$ cat config.mk
export PLATFORM = sky130hd
export DESIGN_NAME = nsd_window_mem
export DESIGN_NICKNAME = d
export VERILOG_FILES = /design/src/hw/rtl/nsd_pkg.sv /design/src/hw/rtl/nsd_window_mem.sv
export SDC_FILE = /design/constraint.sdc
export NUM_CORES = 1
export LEC_CHECK = 0
export BUFFER_PORTS_ARGS = -buffer_cell sky130_fd_sc_hd__buf_2
export CAP_MARGIN = 20
export CORE_MARGIN = 8
export CORE_UTILIZATION = 29
export CTS_CLUSTER_SIZE = 10
export DETAILED_ROUTE_END_ITERATION = 12
export PLACE_DENSITY = 0.49
export SETUP_SLACK_MARGIN = 0.02
export SYNTH_ARGS = -nofsm -noshare
export SYNTH_HDL_FRONTEND = slang
export SYNTH_SLANG_ARGS = --single-unit
export TNS_END_PERCENT = 5
$ cat constraint.sdc
create_clock -name clk -period 6.65 [get_ports clk]
set_clock_uncertainty 0.15 [all_clocks]
set_input_delay 1.995 -clock clk [delete_from_list [all_inputs] [get_ports clk]]
set_output_delay 1.995 -clock clk [all_outputs]
set_load 0.01 [all_outputs]
$ cat src/hw/rtl/nsd_pkg.sv
`default_nettype none
// ----------------------------------------------------------------------------
// nsd_pkg
// Shared types, codes and defaults for the null symbol detector.
// ----------------------------------------------------------------------------
package nsd_pkg;

  localparam int DEF_WINDOW      = 50;
  localparam int DEF_MAG_BITS    = 16;
  localparam int DEF_LEVEL_SHIFT = 17;

  localparam int LEVEL_OUT_W = 16;
  localparam int CNT_W       = 18;
  localparam int CFG_DATA_W  = 18;
  localparam int CFG_IDX_W   = 2;
  localparam int ATT_W       = 3;

  localparam logic [15:0] WARMUP_RST  = 16'd39321;
  localparam logic [17:0] DIP_TO_RST  = 18'd196608;
  localparam logic [11:0] NULL_LEN_RST = 12'd2656;
  localparam logic [ATT_W-1:0] NOSIG_ATTEMPTS = 3'd5;

  typedef enum logic [2:0] {
    PH_WARMUP = 3'd0,
    PH_FILL   = 3'd1,
    PH_DIP    = 3'd2,
    PH_END    = 3'd3,
    PH_HELD   = 3'd4
  } phase_t;

  typedef enum logic [2:0] {
    EV_NONE    = 3'd0,
    EV_DIP     = 3'd1,
    EV_END     = 3'd2,
    EV_TIMEOUT = 3'd3,
    EV_NOSIG   = 3'd4
  } event_t;

  typedef enum logic [CFG_IDX_W-1:0] {
    CFG_WARMUP      = 2'd0,
    CFG_DIP_TIMEOUT = 2'd1,
    CFG_NULL_LENGTH = 2'd2,
    CFG_SCAN_ENABLE = 2'd3
  } cfg_idx_t;

  typedef struct packed {
    event_t                 event_res;
    phase_t                 phase_code;
    logic [LEVEL_OUT_W-1:0] level_out;
  } nsd_result_t;

endpackage
`default_nettype wire

$ cat src/hw/rtl/nsd_window_mem.sv
`default_nettype none
// ----------------------------------------------------------------------------
// nsd_window_mem
// Sample window store: one write port, one read port with registered data.
// ----------------------------------------------------------------------------
module nsd_window_mem import nsd_pkg::*; #(
  parameter int DEPTH = DEF_WINDOW,
  parameter int WIDTH = DEF_MAG_BITS
) (
  input  wire logic                     clk,
  input  wire logic                     we,
  input  wire logic [$clog2(DEPTH)-1:0] waddr,
  input  wire logic [WIDTH-1:0]         wdata,
  input  wire logic                     re,
  input  wire logic [$clog2(DEPTH)-1:0] raddr,
  output logic      [WIDTH-1:0]         rdata
);

  logic [WIDTH-1:0] mem [DEPTH];

  always_ff @(posedge clk) begin
    if (we) begin
      mem[waddr] <= wdata;
    end
  end

  always_ff @(posedge clk) begin
    if (re) begin
      rdata <= mem[raddr];
    end
  end

endmodule
`default_nettype wire

==> results.toml <==
[logic_synthesis]
mux_cell_area_share_after_synthesis = 0.132
ys_seq_area_frac = 0.769
postSynthRegisterBits = 816
synthesis.area_um2 = 31900
synth-compound-area-share = 0.0529
syn-mean-instance-area_um2 = 19.3
area_share_of_fa_ha_maj_cells_after_synthesis = 0
yosysUniqueCellTypes = 40
synth_top_family_by_area = "multiplexers"
synth.net_count = 1681
yosysWarnings = 0
synthesis.instances = 1650
area_fraction_in_and_or_nand_and_nor_cells_after_synthesis = 0.0262
synth_top_area_share = 0.769
synth_xor_area_frac = 0
yosys.area.top_type = "sky130_fd_sc_hd__edfxtp_1"
netlist_top_cells_area = "sky130_fd_sc_hd__edfxtp_1 (77%), sky130_fd_sc_hd__mux2i_1 (9.4%), sky130_fd_sc_hd__mux4_2 (3.5%)"

[grt]
grt_util_met3 = 0.0398
grt_first_pass_wirelength_mm = 120
gr-usage-met1 = 0.195
first_global_vias = 16050
grtUsageTotal = 0.137
maximum_number_of_pins_on_one_net_before_global_route_repair = 92
grt_use_met2 = 0.201
antenna_found_initial = 15
leftover_overflow_at_the_end_of_global_routing = 0
grt-busiest-layer = "met2"

[clock_network]
clk_root_buffer_cell = "sky130_fd_sc_hd__clkbuf_16"
clock_tree_from_tritoncts = "yes"
cts_resized = 0
cts.reportedPaths.clkPinSlew_ns = 0.05
insertion_delay_ns = 0.66
cts_sinks = 816
postCtsHoldBufs = 0
cts_max_path_buffers = 3
cts_htree_levels = 3
cts_made_buffers = 94
cts_setup_buffers = 0

[detailed_routing]
routed_wire_length_per_instance_um = 26.5
drt_first_iter_violations = 1569
wirelength_mm = 85.4
route.detailed.vias_per_inst = 4.97
drt_first_pass_iters = 5
ant_nets = 0
route.detailed.drc = 0
vias = 16050

[floorplan]
dieArea_um2 = 121000
std_cell_rows = 121
start_util = 0.293
io_pins = 47
fp.dieW_um = 347
fp.coreArea_um2 = 109000
die_height_um = 347

[sta]
setup_repair_after_global_routing_missed_its_margin = "no"
hold_viol = 0
timing.hold.ws_ns = 0.668
worst-slew-pin-transition_ns = 1.12
setup_violations = 0
fin_tns_setup_ns = 0
slew-limit-headroom = 0.255
clock.fmax_mhz = 219
final_min_period_over_clock_period = 0.688
total_count_of_max_transition_violations_in_the_final_report = 0
final_period_minus_worst_setup_slack_ns = 4.57

[critical_path]
cp_num_cells = 6
path_class = "input pin to flip-flop"
worst-r2r-cell-count = 5
critical_path.reg2reg.endpoint = "rdata[6]$_DFFE_PP_"
cp.required_ns = 6.89
worstReg2RegStart = "mem[43][6]$_DFFE_PP_"
critical_path_buf_inv_count = 3
cp-startpoint = "raddr[0]"
critical-path-max-stage-delay_ns = 0.55
crit_path_top_delay_cell = "sky130_fd_sc_hd__buf_8"
setup.worst_path.end_class = "flip-flop"
critical_path.max_fanout = 70
cp_delay_by_family_top = "buffers and inverters"
setup.reg_to_reg.worst_slack_ns = 4.04
worstPathArrival_ns = 4.81
critPathLaunchType = "input pin"
critical_path.cell_chain = "buf_8 > buf_12 > buf_4 > mux4_2 > a22oi_1 > a211oi_1"

[finish]
syn_to_final_growth_pct = 15.0
layout.nets = 1812
mostFrequentLayoutCell = "sky130_fd_sc_hd__edfxtp_1"
post_route_cells_drive_above_1_share = 0.171
most-common-layout-cells = "sky130_fd_sc_hd__edfxtp_1 (816), sky130_fd_sc_hd__mux2i_1 (300), sky130_fd_sc_hd__clkbuf_16 (96), sky130_fd_sc_hd__a22oi_1 (86), sky130_fd_sc_hd__buf_4 (67)"
post-route-util = 0.337
layout.cell_area.non_filler_um2 = 36600

[placed_design]
post_dp_cell_area_um2 = 33900
detailed_place_hpwl_mm = 52.9
place.gp.congestion = 0.798
numPortBuffers = 46

[run_status]
status = "finished, final reports clean"

[worst_hold_path]
hold_path_end = "rdata[7]$_DFFE_PP_"
min_delay_path_depth = 4
timing.hold.worst.class = "flip-flop to flip-flop"
min_from = "mem[22][7]$_DFFE_PP_"

[power_and_ir_drop]
power.static_leakage_nw = 12.1
cellPowerDensity_nw_per_um2 = 294
ir_drop_mv = 0.195

[job]
cap_violations = 0
## stage by stage
step	setup WS, ns	total power [mW]	std cells
after floorplan	2.48	6.13	1650
after global placement	1.40	6.39	3090
after detailed placement	1.37	6.40	3091
after CTS	2.10	10.9	3211
after global routing	1.81	11.1	3219
final	2.08	10.8	3227
## power breakdown
| part | total, mW | internal, mW | switching [mW] |
|---|---|---|---|
| sequential | 5.74 | 5.71 | 0.0216 |
| clock | 4.49 | 2.57 | 1.92 |
| combinational | 0.560 | 0.179 | 0.381 |
| total | 10.8 | 8.46 | 2.32 |
## cell type report
| cell class | instances | area [um2] |
|---|---|---|
| tap | 1414 | 1770 |
| inverter | 1 | 3.75 |
| clock inverter | 14 | 139 |
| sequential | 816 | 24500 |
| fill | 10155 | 72200 |
| multi-input combinational | 743 | 6780 |
| timing repair buffer | 125 | 991 |
| antenna | 8 | 20.0 |
| clock buffer | 106 | 2440 |
## routing by layer
metal	vias up	wire, um
met5	-	12
met1	8415	38800
met2	508	37200
li1	7015	-
met3	110	7160
met4	2	2200
## worst max path at each step
stage / end
after CTS: rdata[11]$_DFFE_PP_
after detailed placement: rdata[11]$_DFFE_PP_
after floorplan: mem[32][0]$_DFFE_PP_
after global routing: rdata[8]$_DFFE_PP_
final: rdata[8]$_DFFE_PP_
after global placement: rdata[11]$_DFFE_PP_
## flip-flops by register name, summed over array words and instances (netlist names)
signal and flops:
rdata 16, mem 800
## tightest hold or removal path: stages (launching register included)
cell and delay (ns):
sky130_fd_sc_hd__edfxtp_1 0.31, sky130_fd_sc_hd__mux2i_1 0.06, sky130_fd_sc_hd__a22oi_1 0.13, sky130_fd_sc_hd__a31oi_1 0.10
sky130_fd_sc_hd__nand4_1 0.09
## cells by family after synthesis
kind of cell | Yosys count
flops | 816
mux | 356
compound gates | 218
simple gates | 169
buf+inv | 91
## synthesized netlist by cell type (all sizes together)
cell     number
edfxtp      816
nand4        11
mux2i       300
o221ai        6
o2bb2ai      10
a21oi        16
and3         11
o22ai         6
a211oi       18
mux2          6
nor2         60
nand3        14
buf          67
clkbuf       23
a221oi       12
a31oi        26
or3           2
and2          4
a22o         38
nor2b        12
nor3b         2
a22oi        86
nand3b        3
nand2        22
nor4bb        2
inv           1
mux4         50
nand2b        6
nor3         20
Power figures use the tool's default switching activity.
