File: src/hw/rtl/nsd_pkg.sv
`default_nettype none
// ----------------------------------------------------------------------------
// nsd_pkg
// Shared types, codes and defaults for the null symbol detector.
// ----------------------------------------------------------------------------
package nsd_pkg;

  localparam int DEF_WINDOW      = 50;
  localparam int DEF_MAG_BITS    = 16;
  localparam int DEF_LEVEL_SHIFT = 17;

  localparam int LEVEL_OUT_W = 16;
  localparam int CNT_W       = 18;
  localparam int CFG_DATA_W  = 18;
  localparam int CFG_IDX_W   = 2;
  localparam int ATT_W       = 3;

  localparam logic [15:0] WARMUP_RST  = 16'd39321;
  localparam logic [17:0] DIP_TO_RST  = 18'd196608;
  localparam logic [11:0] NULL_LEN_RST = 12'd2656;
  localparam logic [ATT_W-1:0] NOSIG_ATTEMPTS = 3'd5;

  typedef enum logic [2:0] {
    PH_WARMUP = 3'd0,
    PH_FILL   = 3'd1,
    PH_DIP    = 3'd2,
    PH_END    = 3'd3,
    PH_HELD   = 3'd4
  } phase_t;

  typedef enum logic [2:0] {
    EV_NONE    = 3'd0,
    EV_DIP     = 3'd1,
    EV_END     = 3'd2,
    EV_TIMEOUT = 3'd3,
    EV_NOSIG   = 3'd4
  } event_t;

  typedef enum logic [CFG_IDX_W-1:0] {
    CFG_WARMUP      = 2'd0,
    CFG_DIP_TIMEOUT = 2'd1,
    CFG_NULL_LENGTH = 2'd2,
    CFG_SCAN_ENABLE = 2'd3
  } cfg_idx_t;

  typedef struct packed {
    event_t                 event_res;
    phase_t                 phase_code;
    logic [LEVEL_OUT_W-1:0] level_out;
  } nsd_result_t;

endpackage
`default_nettype wire

File: src/hw/rtl/nsd_out_skid.sv
`default_nettype none
// ----------------------------------------------------------------------------
// nsd_out_skid
// Two-entry result buffer: output register plus skid register.
// ----------------------------------------------------------------------------
module nsd_out_skid import nsd_pkg::*; (
  input  wire logic        clk,
  input  wire logic        rst,
  input  wire logic        push,
  input  wire nsd_result_t push_data,
  output logic             can_push,
  output logic             out_valid,
  input  wire logic        out_ready,
  output nsd_result_t      out_data
);

  nsd_result_t skid_data;
  logic        skid_valid;

  assign can_push = !skid_valid;

  always_ff @(posedge clk) begin
    if (rst) begin
      out_valid  <= 1'b0;
      skid_valid <= 1'b0;
    end else if (out_ready || !out_valid) begin
      if (skid_valid) begin
        out_valid  <= 1'b1;
        skid_valid <= 1'b0;
      end else begin
        out_valid <= push;
      end
    end else if (push) begin
      skid_valid <= 1'b1;
    end
  end

  always_ff @(posedge clk) begin
    if (out_ready || !out_valid) begin
      if (skid_valid) begin
        out_data <= skid_data;
      end else if (push) begin
        out_data <= push_data;
      end
    end else if (push) begin
      skid_data <= push_data;
    end
  end

endmodule
`default_nettype wire

File: config.mk
export PLATFORM = sky130hd
export DESIGN_NAME = nsd_out_skid
export DESIGN_NICKNAME = d
export VERILOG_FILES = /design/src/hw/rtl/nsd_pkg.sv /design/src/hw/rtl/nsd_out_skid.sv
export SDC_FILE = /design/constraint.sdc
export NUM_CORES = 1
export LEC_CHECK = 0
export ABC_CLOCK_PERIOD_IN_PS = 3600
export BUFFER_PORTS_ARGS = -buffer_cell sky130_fd_sc_hd__buf_2
export CORE_MARGIN = 4
export CORE_UTILIZATION = 45
export CTS_CLUSTER_DIAMETER = 120
export DETAILED_ROUTE_END_ITERATION = 8
export PLACE_DENSITY = 0.7
export SETUP_SLACK_MARGIN = 0.5
export SLEW_MARGIN = 20
export SYNTH_ARGS = -nofsm -noshare
export SYNTH_HDL_FRONTEND = slang
export SYNTH_SLANG_ARGS = --single-unit
File: constraint.sdc
create_clock -name clk -period 3.6 [get_ports clk]
set_clock_uncertainty 0.05 [all_clocks]
set_input_delay 0.54 -clock clk [delete_from_list [all_inputs] [get_ports clk]]
set_output_delay 0.54 -clock clk [all_outputs]
set_load 0.02 [all_outputs]
==> impl.org <==
** Worst setup path
- STA classifies the critical path endpoint as an output port.
- In this design, the stage delay of the slowest critical-path cell is roughly 370 ps.
- On the critical path the largest part of the delay comes from buffers and inverters.
- The slowest stage of the critical path is the buf_4 cell.
- Critical Path AT :: between 1000 and 1500 ps
- Highest fanout seen on the critical path :: 23
- Chain of cells forming the critical path :: buf_4, inv_1, buf_2
- R2r setup slk :: just under 2000 ps
- Critical path data required time :: 3010 ps
- STA classifies the critical path startpoint as a flop.
- By startpoint and endpoint, the worst setup path is classified as flop to output port.
- Destination of the worst register-to-register timing path :: skid_data[11]
- Together, buffers and inverters on the worst path number 3.
- For the worst flop-to-flop path, the logic depth is 1.
- In this run the critical register-to-register path is launched from out_valid.

** Final layout
- After routing the design area is about 0.0021 mm².
- Growth of design area from synthesis to finish :: 20.04%
- The post-route netlist has roughly three fifths of its cells at a drive strength greater than 1.
- Once layout is complete, the cells apart from fillers number about 180.
- For this run, the share of the core covered by cells in the final layout is between 50% and 60%.
- Count of nets after finishing :: ~160
- Antenna cell count :: 0

** GRT
- The global routing stage identified its most utilized layer as met2.
- The number of global-route vias before repair was 901.
- The initial antenna violation count is 0.
- Met1 demand-to-capacity share in global routing :: a little over an eighth
- In the global route stage, met3 resource usage came out at ~4.7%.
- Global-route wire length before repair :: 4429 µm
- Maximum number of pins on one net before global-route repair :: 24
- Summed over all layers, the global routing overflow is 0.
- Global routing consumed, over all layers together, a little under an eighth of the routing resources.
- For met2 alone, demand over resource in global routing was between 15 and 20%.

** Timing
- Final worst path period share :: between 50 and 60%
- Setup repair after global routing missed its margin :: no
- Derived from the worst setup path, the maximum achievable clock frequency is ~550 MHz.
- On the final layout, the worst hold slack is 361.1 ps.
- In this run the tightest slew margin relative to its limit is between 30% and 40%.
- Post-layout min period :: 1833 ps
- The number of failing hold endpoints at the final stage is 0.
- The worst path meets setup with between 1500 and 2000 ps of slack.
- Final setup viols :: 0
- For the final routed database, the setup TNS stands at 0 ps.
- The number of slew-limit violations in the final report came to 0.
- At the pin with the least slew margin, the transition time is about 950 ps.

** Hold path
- Hold path depth :: 2
- Endpoint with the worst hold slack :: out_valid
- The worst hold path belongs to the class primary input to flop.
- Worst hold path startpoint :: rst

** Detailed routing
- The final layout contains routed wiring with a total length of ~2800 µm.
- The pre-antenna-repair detailed-routing pass consisted of 4 iterations.
- First DRT Iteration DRCs :: 13
- Once detail routing completed, the nets flagged for antenna violations numbered 0.
- Using the TritonRoute via totals, the vias-per-cell ratio works out to approximately 4.7.
- The detailed router placed 856 vias in this run.
- After detailed routing, the average wire length per cell comes to about 15 µm.
- Total DRC errors in the routed layout :: 0

** Floorplan
- In this run the horizontal extent of the chip is 70.66 µm.
- Floorplan row count :: 22
- For this design the top-level I/O count stands at 50.
- Total core area :: around 0.0037 mm²
- Die area :: around 0.0050 mm²
- Chip height :: ~71 µm
- Initial cell density of the core :: between 40% and 50%

** Pwr
- Maximum ir drop on the vdd rail :: between 200 and 250 µV
- Final Total Pwr :: 1.005 mW
- For this design the ratio of total power to cell area is around 470 mW/mm².
- Leakage dissipation :: roughly 0.83 nW

** Clocking
- TritonCTS clock tree :: built
- CTS-repair resized insts :: 0
- CTS sink count :: between 40 and 50
- Clock tree synthesis selected as its root buffer the cell clkbuf_8.
- Worst-Skew Late Latency :: approximately 290 ps
- In this run, CTS created clock tree buffers numbering 5.
- CTS Buffer Depth :: 2
- Post-CTS setup-driven buffer insertion count :: 0
- Clock transition time at the flip-flop clock pins of the worst setup and hold paths :: approximately 80 ps
- The H-tree was split into 2 levels.
- Hold-fix buffers, CTS :: 0

** Synth
- The average instance in the mapped netlist occupies roughly 22 µm².
- After synthesis, the netlist uses 12 different library cells.
- Counting flops and latches in the post-synthesis netlist gives 46.
- Yosys printed 0 warnings.
- Post-synthesis net count :: roughly 110
- Post-synthesis sequential area ratio :: between 70% and 80%
- In the synthesized netlist, the number of instances is approximately 80.
- Synthesized area :: about 0.0018 mm²

** Job
- The tool flagged a number of max-cap violations equal to 0.

** Placed design
- Summing all placed instances gives a cell area of around 0.002 mm².
- Placed cell count :: ~170
- Buffers placed on the I/O ports in this run total 49.
- At the placement stage, the worst setup path has a slack of 1543 ps.
- The congestion estimate from routability-driven global placement came to between 0.7 and 0.8.

** Outcome
- The run finished with clean final reports.
==> cell usage in the layout, fill, tap and decap left out <==
cell type / n
dfxtp_1: 2
nor3_1: 1
clkinv_2: 1
buf_4: 1
and3_1: 1
nand2b_1: 1
nor2_1: 1
a21oi_1: 1
buf_2: 49
clkinv_1: 1
clkbuf_8: 5
clkbuf_1: 1
inv_1: 2
edfxtp_1: 44
a21oi_4: 1
mux2_2: 4
mux2_4: 18
==> kinds of logic (layout without fill, tap and decap cells) <==
group / after synthesis / count (layout) / share of synthesized area, %
compound gates: 2 / 2 / 0.5666
buf+inv: 5 / 60 / 3.329
flops: 46 / 46 / 77.05
mux: 22 / 22 / 17.85
simple gates: 4 / 4 / 1.204
==> final cells by class <==
class,instances,area (µm²)
fill,308,1595
timing repair buffer,50,252.7
clock buffer,6,72.57
tap,48,60.06
clock inverter,2,8.758
sequential,46,1361
inverter,2,7.507
multi-input combinational,28,357.8
==> sequential cells by signal, indices dropped and copies added (netlist names) <==
register    cells
out_data       22
skid_valid      1
out_valid       1
skid_data      22
==> worst max path at each step <==
| stage | startpoint | to | slack (ps) | cells past startpoint |
|---|---|---|---|---|
| final | skid_valid | can_push | 1770 | 3 |
| after global routing | skid_valid | can_push | 1670 | 3 |
| after CTS | skid_valid | can_push | 1750 | 3 |
| after detailed placement | out_ready | skid_data[8] | 1540 | 3 |
| after global placement | out_ready | out_data[8] | 1600 | 3 |
| after floorplan | skid_valid | out_data[0] | 1400 | 4 |
==> metal layers <==
| layer | part of all wire (%) | routed length, µm |
|---|---|---|
| met1 | 40 | 1109 |
| met2 | 51 | 1413 |
| met3 | 6.3 | 174 |
| met4 | 2.2 | 61 |
| met5 | 0 | 0 |
==> Yosys cell counts (all sizes together) <==
cell type  count  area [µm²]
a21oi          2       10.01
inv            2       7.510
nand2b         1       6.260
mux2          22       315.3
nor2           1       3.750
edfxtp        44        1321
buf            3       51.30
and3           1       6.260
dfxtp          2       40.04
nor3           1       5.000
==> power breakdown <==
| part | switching, mW | leakage (nW) | internal [mW] |
|---|---|---|---|
| registers | 0.00677 | 0.430 | 0.615 |
| logic | 0.0535 | 0.356 | 0.0421 |
| clock network | 0.154 | 0.0426 | 0.133 |
| total | 0.215 | 0.829 | 0.790 |
Note: power is estimated with default switching activity, not from simulation.
